### src/rtl/atrf_pkg.sv
// ----------------------------------------------------------------------------
// atrf_pkg
// Shared types, register indexes and sequencer step codes for the API
// transmit-request framer.
// ----------------------------------------------------------------------------
package atrf_pkg;

    // Field widths
    localparam int BYTE_W    = 8;
    localparam int ADDR64_W  = 64;
    localparam int ADDR16_W  = 16;
    localparam int CFG_IDX_W = 3;
    localparam int CFG_DAT_W = 64;

    // Default queue depths
    localparam int CMD_DEPTH_DEF = 4;
    localparam int OUT_DEPTH_DEF = 2;

    // Register indexes
    localparam logic [CFG_IDX_W-1:0] REG_FRAME_TYPE  = 3'd0;
    localparam logic [CFG_IDX_W-1:0] REG_DEST_ADDR64 = 3'd1;
    localparam logic [CFG_IDX_W-1:0] REG_DEST_ADDR16 = 3'd2;
    localparam logic [CFG_IDX_W-1:0] REG_RADIUS      = 3'd3;

    // Register reset values
    localparam logic [BYTE_W-1:0] FRAME_TYPE_RST = 8'h10;

    // Frame constants
    localparam logic [BYTE_W-1:0] DELIMITER   = 8'h7E;
    localparam logic [BYTE_W-1:0] FRAME_ID    = 8'h02;
    localparam logic [BYTE_W-1:0] OPTIONS     = 8'h00;
    localparam logic [15:0]       LEN_OVERHEAD = 16'd14;

    // Sequencer steps of one frame
    localparam int STEP_W = 5;
    localparam logic [STEP_W-1:0] STEP_DELIM  = 5'd0;
    localparam logic [STEP_W-1:0] STEP_LEN_HI = 5'd1;
    localparam logic [STEP_W-1:0] STEP_LEN_LO = 5'd2;
    localparam logic [STEP_W-1:0] STEP_TYPE   = 5'd3;
    localparam logic [STEP_W-1:0] STEP_ID     = 5'd4;
    localparam logic [STEP_W-1:0] STEP_A64_0  = 5'd5;
    localparam logic [STEP_W-1:0] STEP_A64_7  = 5'd12;
    localparam logic [STEP_W-1:0] STEP_A16_HI = 5'd13;
    localparam logic [STEP_W-1:0] STEP_A16_LO = 5'd14;
    localparam logic [STEP_W-1:0] STEP_RADIUS = 5'd15;
    localparam logic [STEP_W-1:0] STEP_OPTS   = 5'd16;
    localparam logic [STEP_W-1:0] STEP_DATA   = 5'd17;
    localparam logic [STEP_W-1:0] STEP_CHECK  = 5'd18;

    typedef struct packed {
        logic [BYTE_W-1:0] data_byte;
        logic [BYTE_W-1:0] payload_length;
    } in_item_t;

    typedef struct packed {
        logic [BYTE_W-1:0] out_byte;
        logic              run_last;
        logic              frame_end;
    } out_item_t;

    // Classified transaction handed from front to back
    typedef struct packed {
        logic              start;
        logic              has_data;
        logic              do_check;
        logic [BYTE_W-1:0] data_byte;
        logic [BYTE_W-1:0] length;
    } cmd_t;

    typedef struct packed {
        logic [BYTE_W-1:0]   frame_type;
        logic [ADDR64_W-1:0] dest_addr64;
        logic [ADDR16_W-1:0] dest_addr16;
        logic [BYTE_W-1:0]   radius;
    } cfg_t;

endpackage

### src/rtl/atrf_regs.sv
// ----------------------------------------------------------------------------
// atrf_regs
// Configuration register file: decodes the write port into frame settings.
// ----------------------------------------------------------------------------
module atrf_regs
    import atrf_pkg::*;
(
    input  logic                 clk,
    input  logic                 rst_n,
    input  logic                 cfg_we,
    input  logic [CFG_IDX_W-1:0] cfg_index,
    input  logic [CFG_DAT_W-1:0] cfg_data,
    output cfg_t                 cfg
);

    cfg_t cfg_reg;

    // Decode register writes; unknown indexes drop
    always_ff @(posedge clk or negedge rst_n)
    begin
        if (!rst_n)
        begin
            cfg_reg.frame_type  <= FRAME_TYPE_RST;
            cfg_reg.dest_addr64 <= '0;
            cfg_reg.dest_addr16 <= '0;
            cfg_reg.radius      <= '0;
        end
        else if (cfg_we)
        begin
            unique case (cfg_index)
                REG_FRAME_TYPE:  cfg_reg.frame_type  <= cfg_data[BYTE_W-1:0];
                REG_DEST_ADDR64: cfg_reg.dest_addr64 <= cfg_data[ADDR64_W-1:0];
                REG_DEST_ADDR16: cfg_reg.dest_addr16 <= cfg_data[ADDR16_W-1:0];
                REG_RADIUS:      cfg_reg.radius      <= cfg_data[BYTE_W-1:0];
                default: ;
            endcase
        end
    end

    assign cfg = cfg_reg;

endmodule

### src/rtl/atrf_fifo.sv
// ----------------------------------------------------------------------------
// atrf_fifo
// Small synchronous queue used between front and back and on the result side.
// ----------------------------------------------------------------------------
module atrf_fifo
    import atrf_pkg::*;
#(
    parameter int WIDTH = 8,
    parameter int DEPTH = 2
)
(
    input  logic             clk,
    input  logic             rst_n,
    input  logic             wr_en,
    input  logic [WIDTH-1:0] wr_data,
    output logic             full,
    input  logic             rd_en,
    output logic [WIDTH-1:0] rd_data,
    output logic             empty
);

    localparam int PTR_W = (DEPTH > 1) ? $clog2(DEPTH) : 1;
    localparam int CNT_W = $clog2(DEPTH + 1);

    logic [WIDTH-1:0] mem [DEPTH];
    logic [PTR_W-1:0] wr_ptr_reg, wr_ptr_next;
    logic [PTR_W-1:0] rd_ptr_reg, rd_ptr_next;
    logic [CNT_W-1:0] count_reg, count_next;
    logic             do_wr, do_rd;

    assign full    = (count_reg == CNT_W'(DEPTH));
    assign empty   = (count_reg == '0);
    assign do_wr   = wr_en && !full;
    assign do_rd   = rd_en && !empty;
    assign rd_data = mem[rd_ptr_reg];

    // Advance pointers with wrap, track fill level
    always_comb
    begin
        wr_ptr_next = wr_ptr_reg;
        rd_ptr_next = rd_ptr_reg;
        count_next  = count_reg;
        if (do_wr)
            wr_ptr_next = (wr_ptr_reg == PTR_W'(DEPTH - 1)) ? '0 : wr_ptr_reg + 1'b1;
        if (do_rd)
            rd_ptr_next = (rd_ptr_reg == PTR_W'(DEPTH - 1)) ? '0 : rd_ptr_reg + 1'b1;
        if (do_wr && !do_rd)
            count_next = count_reg + 1'b1;
        else if (do_rd && !do_wr)
            count_next = count_reg - 1'b1;
    end

    always_ff @(posedge clk or negedge rst_n)
    begin
        if (!rst_n)
        begin
            wr_ptr_reg <= '0;
            rd_ptr_reg <= '0;
            count_reg  <= '0;
        end
        else
        begin
            wr_ptr_reg <= wr_ptr_next;
            rd_ptr_reg <= rd_ptr_next;
            count_reg  <= count_next;
        end
    end

    // Store entry
    always_ff @(posedge clk)
    begin
        if (do_wr)
            mem[wr_ptr_reg] <= wr_data;
    end

endmodule

### src/rtl/atrf_front.sv
// ----------------------------------------------------------------------------
// atrf_front
// Accepts input transactions, tracks frame position and classifies each one
// into header / payload / checksum work for the back end.
// ----------------------------------------------------------------------------
module atrf_front
    import atrf_pkg::*;
(
    input  logic     clk,
    input  logic     rst_n,
    input  logic     push,
    input  in_item_t request,
    output logic     full,
    output logic     cmd_push,
    output cmd_t     cmd,
    input  logic     cmd_full
);

    logic [BYTE_W-1:0] bytes_taken_reg, bytes_taken_next;
    logic [BYTE_W-1:0] frame_length_reg, frame_length_next;
    logic              accept;
    logic              start;
    logic [BYTE_W-1:0] length;
    logic [BYTE_W-1:0] taken_after;

    assign full     = cmd_full;
    assign accept   = push && !cmd_full;
    assign cmd_push = accept;

    // Classify the incoming transaction
    always_comb
    begin
        start       = (bytes_taken_reg == '0);
        length      = start ? request.payload_length : frame_length_reg;
        taken_after = bytes_taken_reg + BYTE_W'(length != '0);

        cmd.start     = start;
        cmd.has_data  = (length != '0);
        cmd.do_check  = (taken_after >= length);
        cmd.data_byte = request.data_byte;
        cmd.length    = length;

        frame_length_next = length;
        bytes_taken_next  = cmd.do_check ? '0 : taken_after;
    end

    // Advance frame position on accept
    always_ff @(posedge clk or negedge rst_n)
    begin
        if (!rst_n)
        begin
            bytes_taken_reg  <= '0;
            frame_length_reg <= '0;
        end
        else if (accept)
        begin
            bytes_taken_reg  <= bytes_taken_next;
            frame_length_reg <= frame_length_next;
        end
    end

endmodule

### src/rtl/atrf_back.sv
// ----------------------------------------------------------------------------
// atrf_back
// Byte sequencer: walks each classified transaction through header, payload
// and checksum steps, one byte per cycle unless out_full; keeps the checksum.
// ----------------------------------------------------------------------------
module atrf_back
    import atrf_pkg::*;
(
    input  logic      clk,
    input  logic      rst_n,
    input  cfg_t      cfg,
    input  cmd_t      cmd,
    input  logic      cmd_empty,
    output logic      cmd_pop,
    output logic      out_push,
    output out_item_t out_item,
    input  logic      out_full
);

    cmd_t              cur_reg;
    logic              cur_valid_reg;
    logic [STEP_W-1:0] step_reg, step_next;
    logic [BYTE_W-1:0] sum_reg, sum_next;
    logic              fire;
    logic              last;
    logic [BYTE_W-1:0] byte_val;
    logic [15:0]       total;
    logic [2:0]        a64_idx;
    logic [STEP_W-1:0] a64_off;
    logic [STEP_W-1:0] first_step;

    assign fire     = cur_valid_reg && !out_full;
    assign out_push = fire;
    assign total    = 16'(cur_reg.length) + LEN_OVERHEAD;
    assign a64_off  = step_reg - STEP_A64_0;
    assign a64_idx  = a64_off[2:0];

    // Pick the byte of the current step
    always_comb
    begin
        byte_val = OPTIONS;
        unique case (step_reg) inside
            STEP_DELIM:  byte_val = DELIMITER;
            STEP_LEN_HI: byte_val = total[15:8];
            STEP_LEN_LO: byte_val = total[7:0];
            STEP_TYPE:   byte_val = cfg.frame_type;
            STEP_ID:     byte_val = FRAME_ID;
            [STEP_A64_0:STEP_A64_7]:
                byte_val = cfg.dest_addr64[{~a64_idx, 3'b000} +: BYTE_W];
            STEP_A16_HI: byte_val = cfg.dest_addr16[15:8];
            STEP_A16_LO: byte_val = cfg.dest_addr16[7:0];
            STEP_RADIUS: byte_val = cfg.radius;
            STEP_OPTS:   byte_val = OPTIONS;
            STEP_DATA:   byte_val = cur_reg.data_byte;
            STEP_CHECK:  byte_val = ~sum_reg;
            default:     byte_val = OPTIONS;
        endcase
    end

    // Find the step order and the last byte of the transaction
    always_comb
    begin
        last = (step_reg == STEP_CHECK)
            || ((step_reg == STEP_DATA) && !cur_reg.do_check);

        if (step_reg == STEP_OPTS)
            step_next = cur_reg.has_data ? STEP_DATA : STEP_CHECK;
        else if (step_reg == STEP_DATA)
            step_next = STEP_CHECK;
        else
            step_next = step_reg + 1'b1;

        if (cmd.start)
            first_step = STEP_DELIM;
        else if (cmd.has_data)
            first_step = STEP_DATA;
        else
            first_step = STEP_CHECK;

        cmd_pop = !cmd_empty && (!cur_valid_reg || (fire && last));

        out_item.out_byte  = byte_val;
        out_item.run_last  = last;
        out_item.frame_end = (step_reg == STEP_CHECK);
    end

    // Accumulate checksum from frame type through payload
    always_comb
    begin
        sum_next = sum_reg;
        if (fire)
        begin
            if (step_reg == STEP_DELIM || step_reg == STEP_CHECK)
                sum_next = '0;
            else if (step_reg >= STEP_TYPE && step_reg <= STEP_DATA)
                sum_next = sum_reg + byte_val;
        end
    end

    // Load, advance or retire the current transaction
    always_ff @(posedge clk or negedge rst_n)
    begin
        if (!rst_n)
        begin
            cur_valid_reg <= 1'b0;
            step_reg      <= STEP_DELIM;
            sum_reg       <= '0;
        end
        else
        begin
            sum_reg <= sum_next;
            if (cmd_pop)
            begin
                cur_valid_reg <= 1'b1;
                step_reg      <= first_step;
            end
            else if (fire && last)
                cur_valid_reg <= 1'b0;
            else if (fire)
                step_reg <= step_next;
        end
    end

    // Hold the transaction payload
    always_ff @(posedge clk)
    begin
        if (cmd_pop)
            cur_reg <= cmd;
    end

endmodule

### src/rtl/api_tx_request_framer_top.sv
// ----------------------------------------------------------------------------
// api_tx_request_framer_top
// Builds API transmit-request frames as a byte stream.
//
// Usage: write frame_type, dest_addr64, dest_addr16 and radius through the
// cfg_we / cfg_index / cfg_data port while the block is idle. Push one input
// transaction per payload byte (payload_length read on the first one of a
// frame; a zero length frame is a single transaction). Results leave through
// a queue interface: while empty is low the oldest byte sits on result, and
// pop takes it.
// A taken transaction passes through the command queue and the sequencer's
// current-transaction register into the result queue. Throughput: the byte
// sequencer emits one byte per cycle while the result queue has room; a
// frame-start transaction yields 17 header bytes and its payload byte if
// any, every later one its payload byte, and one closing a frame the
// checksum too. The command queue (CMD_DEPTH entries) lets push continue
// while the header burst drains. When the receiver stalls, the result queue
// fills, the sequencer holds, then the command queue fills and full rises.
// Reset empties both queues, restarts framing and loads register defaults.
// ----------------------------------------------------------------------------
module api_tx_request_framer_top
    import atrf_pkg::*;
#(
    parameter int CMD_DEPTH = CMD_DEPTH_DEF,
    parameter int OUT_DEPTH = OUT_DEPTH_DEF
)
(
    input  logic                 clk,
    input  logic                 rst_n,
    input  logic                 push,
    input  in_item_t             request,
    output logic                 full,
    input  logic                 pop,
    output out_item_t            result,
    output logic                 empty,
    input  logic                 cfg_we,
    input  logic [CFG_IDX_W-1:0] cfg_index,
    input  logic [CFG_DAT_W-1:0] cfg_data
);

    cfg_t      cfg;
    cmd_t      front_cmd;
    cmd_t      back_cmd;
    logic      cmd_push, cmd_full, cmd_pop, cmd_empty;
    out_item_t out_item;
    logic      out_push, out_full;

    atrf_regs u_regs (
        .clk       (clk),
        .rst_n     (rst_n),
        .cfg_we    (cfg_we),
        .cfg_index (cfg_index),
        .cfg_data  (cfg_data),
        .cfg       (cfg)
    );

    atrf_front u_front (
        .clk      (clk),
        .rst_n    (rst_n),
        .push     (push),
        .request  (request),
        .full     (full),
        .cmd_push (cmd_push),
        .cmd      (front_cmd),
        .cmd_full (cmd_full)
    );

    atrf_fifo #(
        .WIDTH ($bits(cmd_t)),
        .DEPTH (CMD_DEPTH)
    ) u_cmd_fifo (
        .clk     (clk),
        .rst_n   (rst_n),
        .wr_en   (cmd_push),
        .wr_data (front_cmd),
        .full    (cmd_full),
        .rd_en   (cmd_pop),
        .rd_data (back_cmd),
        .empty   (cmd_empty)
    );

    atrf_back u_back (
        .clk       (clk),
        .rst_n     (rst_n),
        .cfg       (cfg),
        .cmd       (back_cmd),
        .cmd_empty (cmd_empty),
        .cmd_pop   (cmd_pop),
        .out_push  (out_push),
        .out_item  (out_item),
        .out_full  (out_full)
    );

    atrf_fifo #(
        .WIDTH ($bits(out_item_t)),
        .DEPTH (OUT_DEPTH)
    ) u_out_fifo (
        .clk     (clk),
        .rst_n   (rst_n),
        .wr_en   (out_push),
        .wr_data (out_item),
        .full    (out_full),
        .rd_en   (pop),
        .rd_data (result),
        .empty   (empty)
    );

endmodule
### config.mk
export PLATFORM = sky130hd
export DESIGN_NAME = api_tx_request_framer_top
export DESIGN_NICKNAME = d
export VERILOG_FILES = /design/src/rtl/atrf_pkg.sv /design/src/rtl/atrf_regs.sv /design/src/rtl/atrf_fifo.sv /design/src/rtl/atrf_front.sv /design/src/rtl/atrf_back.sv /design/src/rtl/api_tx_request_framer_top.sv
export SDC_FILE = /design/constraint.sdc
export NUM_CORES = 1
export LEC_CHECK = 0
export BUFFER_PORTS_ARGS = -buffer_cell sky130_fd_sc_hd__buf_2
export CAP_MARGIN = 20
export CORE_MARGIN = 3
export CORE_UTILIZATION = 60
export DETAILED_ROUTE_END_ITERATION = 8
export GPL_ROUTABILITY_DRIVEN = 0
export HOLD_SLACK_MARGIN = 0.15
export PLACE_DENSITY = 0.79
export SLEW_MARGIN = 20
export SYNTH_ARGS = -nofsm -noshare
export SYNTH_HDL_FRONTEND = slang
export SYNTH_SLANG_ARGS = --single-unit
### constraint.sdc
create_clock -name clk -period 5.26 [get_ports clk]
set_clock_uncertainty 0.1 [all_clocks]
set_input_delay 0.789 -clock clk [delete_from_list [all_inputs] [get_ports clk]]
set_output_delay 0.789 -clock clk [all_outputs]
set_load 0.005 [all_outputs]
==> flow_summary_export.csv <==
group,metric,value,unit
clock_network,cts_resized,0,
route,ant_nets,0,
pwr,comb_power_share,36.9,%
yosys,synth_top_area_share,30.0,%
pwr,cellPowerDensity,629,mW/mm²
clock_network,cts_hold_buf,0,
yosys,synthCells,764,
layout,fillCellCount,1197,
setup_path,cpMaxStageDelayCell,"a221o_1",
setup_path,cpMostUsedCell,"ha_1",
timing,final.period_utilization,88.8,%
clock_network,cts_tree,"built",
pwr,p_leak,0.00538,µW
timing,setup_violations,0,
layout,finish.utilization,70.9,%
yosys,yosysTopAreaCell,"edfxtp_1",
setup_path,worstPathCellList,"nor4_1 -> nand2_1 -> mux2i_1 -> inv_2 -> nor2_1 -> nand4_1 -> ha_1 -> ha_1 -> nand3_1 -> xnor2_1 -> ha_1 -> a211oi_1 -> o21ai_1 -> a221o_1 -> o31ai_1",
job,max_cap_viol_count,0,
floorplan,dieArea,0.0207,mm²
clock_network,cts.sinks,251,
pwr,swShare,34.0,%
route,wire_per_inst,21.8,µm
timing,period_minus_slack,4670,ps
setup_path,max_stage_delay,470,ps
yosys,ys_warn_count,0,
place,hpwl,17000,µm
yosys,ys_seq_area_share,60.1,%
clock_network,postCtsSetupBuffers,0,
setup_path,crit_required,5540,ps
setup_path,crit_path_end_kind,"flop",
status,status,"complete, no violations",
timing,worst_pin_slew,1080,ps
timing,finalHoldViolCount,0,
route,dr_wl_met3,1230,µm
yosys,yosysUniqueCellTypes,69,
clock_network,insertion_delay,520,ps
hold_path,hold_class,"input pin to async pin",
route,totalWireLength,24300,µm
grt,grt_max_degree,76,
floorplan,rows,49,
yosys,syn-num-nets,885,
pwr,power.internal,5400,µW
grt,grt_overflow_total,0,
timing,fmax,214,MHz
yosys,async_reset_ff_share,54.6,%
clock_network,clk_pin_slew_worst_paths,60,ps
yosys,synth_edf_count,114,
timing,slew_headroom,28.2,%
setup_path,crit_type,"flop to flop",
yosys,netlist_area,0.0114,mm²
timing,final-max-slew-violation-count,0,
floorplan,core-area,0.0183,mm²
grt,grt_pass1_wl,38200,µm
clock_network,cts-root-buf,"clkbuf_16",
route,routed_via_density,6.18,
clock_network,cts-buffers-inserted,26,
floorplan,pin_count,100,
route,wl_met2,12800,µm
route,vias,6885,
timing,fin_tns_setup,0,ps
route,first_pass_iters,5,
floorplan,die_w,144,µm
route,wl_met1,9680,µm
route,first_iter_violations,453,
grt,grt.total_usage,23.5,%
floorplan,start_util,62.2,%
pwr,seqPwrFrac,39.5,%
route,highest_layer,"met4",
pwr,p_switching,2780,µW
clock_network,cts_max_level,1,
grt,antenna_found_initial,0,
pwr,clockPowerShare,23.6,%
layout,antenna_cells,0,
yosys,synthTopCellsByArea,"edfxtp_1 30%, dfrtp_1 30%, mux2_2 10%",
timing,grt_setup_unrepaired,"no",
layout,area_growth,14.1,%
pwr,vdd_ir_drop_max,0.400,mV
yosys,synth_seq_cells,251,
yosys,avgSynthCellArea,14.9,µm²
layout,drive_gt1_share,34.7,%
setup_path,cp_max_fo,13,
clock_network,cts_buffer_depth,3,
yosys,synth_ff_type,"dfrtp_1",
layout,largest_register_ffs,96,
floorplan,die_h,144,µm
setup_path,cp-start-kind,"flop",
layout,nets,986,
grt,grt_pass1_vias,7147,
setup_path,crit_arrival,4950,ps
place,port_buffers,99,
route,drc_errors,0,
-- synthesized netlist by cell type (4+ instances only) --
library cell  instances
nor4_1                5
a21o_1                6
nor2_1               25
mux2i_1              15
xor2_1               10
and2_1                5
o21ai_0              16
nand3_1               8
buf_6                 4
mux4_2               35
o211ai_1              6
xnor2_1              15
mux2_1                8
nor3_1                4
a22o_1                7
mux2_2              101
a221oi_1              9
edfxtp_1            114
o21ai_1              20
inv_2                 6
clkbuf_1             16
inv_1                22
nand2_1              51
ha_1                 31
dfrtp_1             136
buf_2                 8
a21oi_1              14
-- routing by layer --
layer	GRT usage [%]	vias up
li1	-	3088
met1	31.3	3502
met2	41.5	248
met3	3.43	47
met4	5.45	0
met5	0	-
-- path summary, 6_finish.rpt --
path,to,slack [ps],startpoint,cells after the start
setup / recovery,u_front.bytes_taken_reg[0],590,u_front.bytes_taken_reg[1],15
hold / removal,u_back.sum_reg[2],190,rst_n,1
setup reg to reg,u_front.bytes_taken_reg[0],590,u_front.bytes_taken_reg[1],15
hold reg to reg,u_regs.cfg[61],390,u_regs.cfg[61],1
max in group asynchronous,u_regs.cfg[59],3640,rst_n,2
min in group clk,u_regs.cfg[59],380,cfg_data[35],2
-- cell usage in the layout (no fill, tap or decap), types with 3 or more instances in the layout --
cell,synthesis,final
a22o_1,7,7
nor4_1,5,5
inv_2,6,6
a221oi_1,9,9
a21o_1,6,6
and3_1,3,3
mux2_1,8,8
o2111ai_1,3,3
clkinv_2,2,5
o211ai_1,6,6
buf_4,1,7
o21ai_1,20,20
buf_2,8,98
clkbuf_1,16,5
inv_1,22,22
nand3b_1,3,3
edfxtp_1,114,114
nor3_1,4,4
xor2_1,10,10
nand2b_1,3,3
dfrtp_1,136,136
mux2i_1,15,15
ha_1,31,31
and2_1,5,5
or3_1,3,3
nand2_1,51,51
a22oi_1,3,3
clkbuf_8,1,8
nor2_1,25,24
clkbuf_16,0,29
a21oi_1,14,14
nand3_1,8,8
mux4_2,35,35
mux2_2,101,101
xnor2_1,15,15
o21ai_0,16,16
-- worst max-delay path, delay by kind of cell, from the launching register on --
| family | cells | cell delay (ps) |
|---|---|---|
| compound gates | 4 | 1160 |
| buf+inv | 1 | 100 |
| mux | 1 | 400 |
| flops | 1 | 420 |
| fa+ha+maj | 3 | 850 |
| xor+xnor | 1 | 180 |
| simple gates | 5 | 1330 |
-- logic make-up after synthesis --
| logic type | Yosys count | synth area share (%) |
|---|---|---|
| xor gates and xnor gates | 26 | 2.16 |
| and+or+nand+nor | 126 | 5.85 |
| DFF | 251 | 60.1 |
| muxes | 159 | 19.0 |
| AOI/OAI and AO/OA | 106 | 6.50 |
| adders and majority gates | 33 | 3.76 |
| buffers and inverters | 63 | 2.57 |
-- power by group through the flow --
stage,Combinational [µW],Clock (µW),Sequential [µW]
global route,3310,2050,3290
finish,3020,1930,3230
detailed placement,3000,0,3250
global placement,2860,0,3210
floorplan,2320,0,3040
CTS,3030,1960,3230
-- final cells by class --
cell class | count | area (µm²) | share of cell area [%]
Tap cell | 229 | 287 | 2.20
Clock buffer | 42 | 855 | 6.57
Clock inverter | 6 | 83.8 | 0.645
Multi-Input combinational cell | 450 | 4260 | 32.7
Timing Repair Buffer | 106 | 554 | 4.26
Sequential cell | 251 | 6850 | 52.7
Inverter | 30 | 115 | 0.885
-- metrics by stage --
| step | power (µW) | cells | instance area, µm² | hold slack (ps) | setup WS, ps |
|---|---|---|---|---|---|
| 6_report | 8180 | 1114 | 13000 | 193 | 587 |
| 3_3_place_gp | 6070 | 1066 | 12100 | 367 | 1150 |
| 4_1_cts | 8230 | 1114 | 13000 | 222 | 709 |
| 5_1_grt | 8650 | 1114 | 13000 | 242 | 202 |
| 3_5_place_dp | 6250 | 1066 | 12100 | 380 | 872 |
| 2_1_floorplan | 5370 | 764 | 11400 | 350 | 1110 |
(Power assumes the default switching activity.)
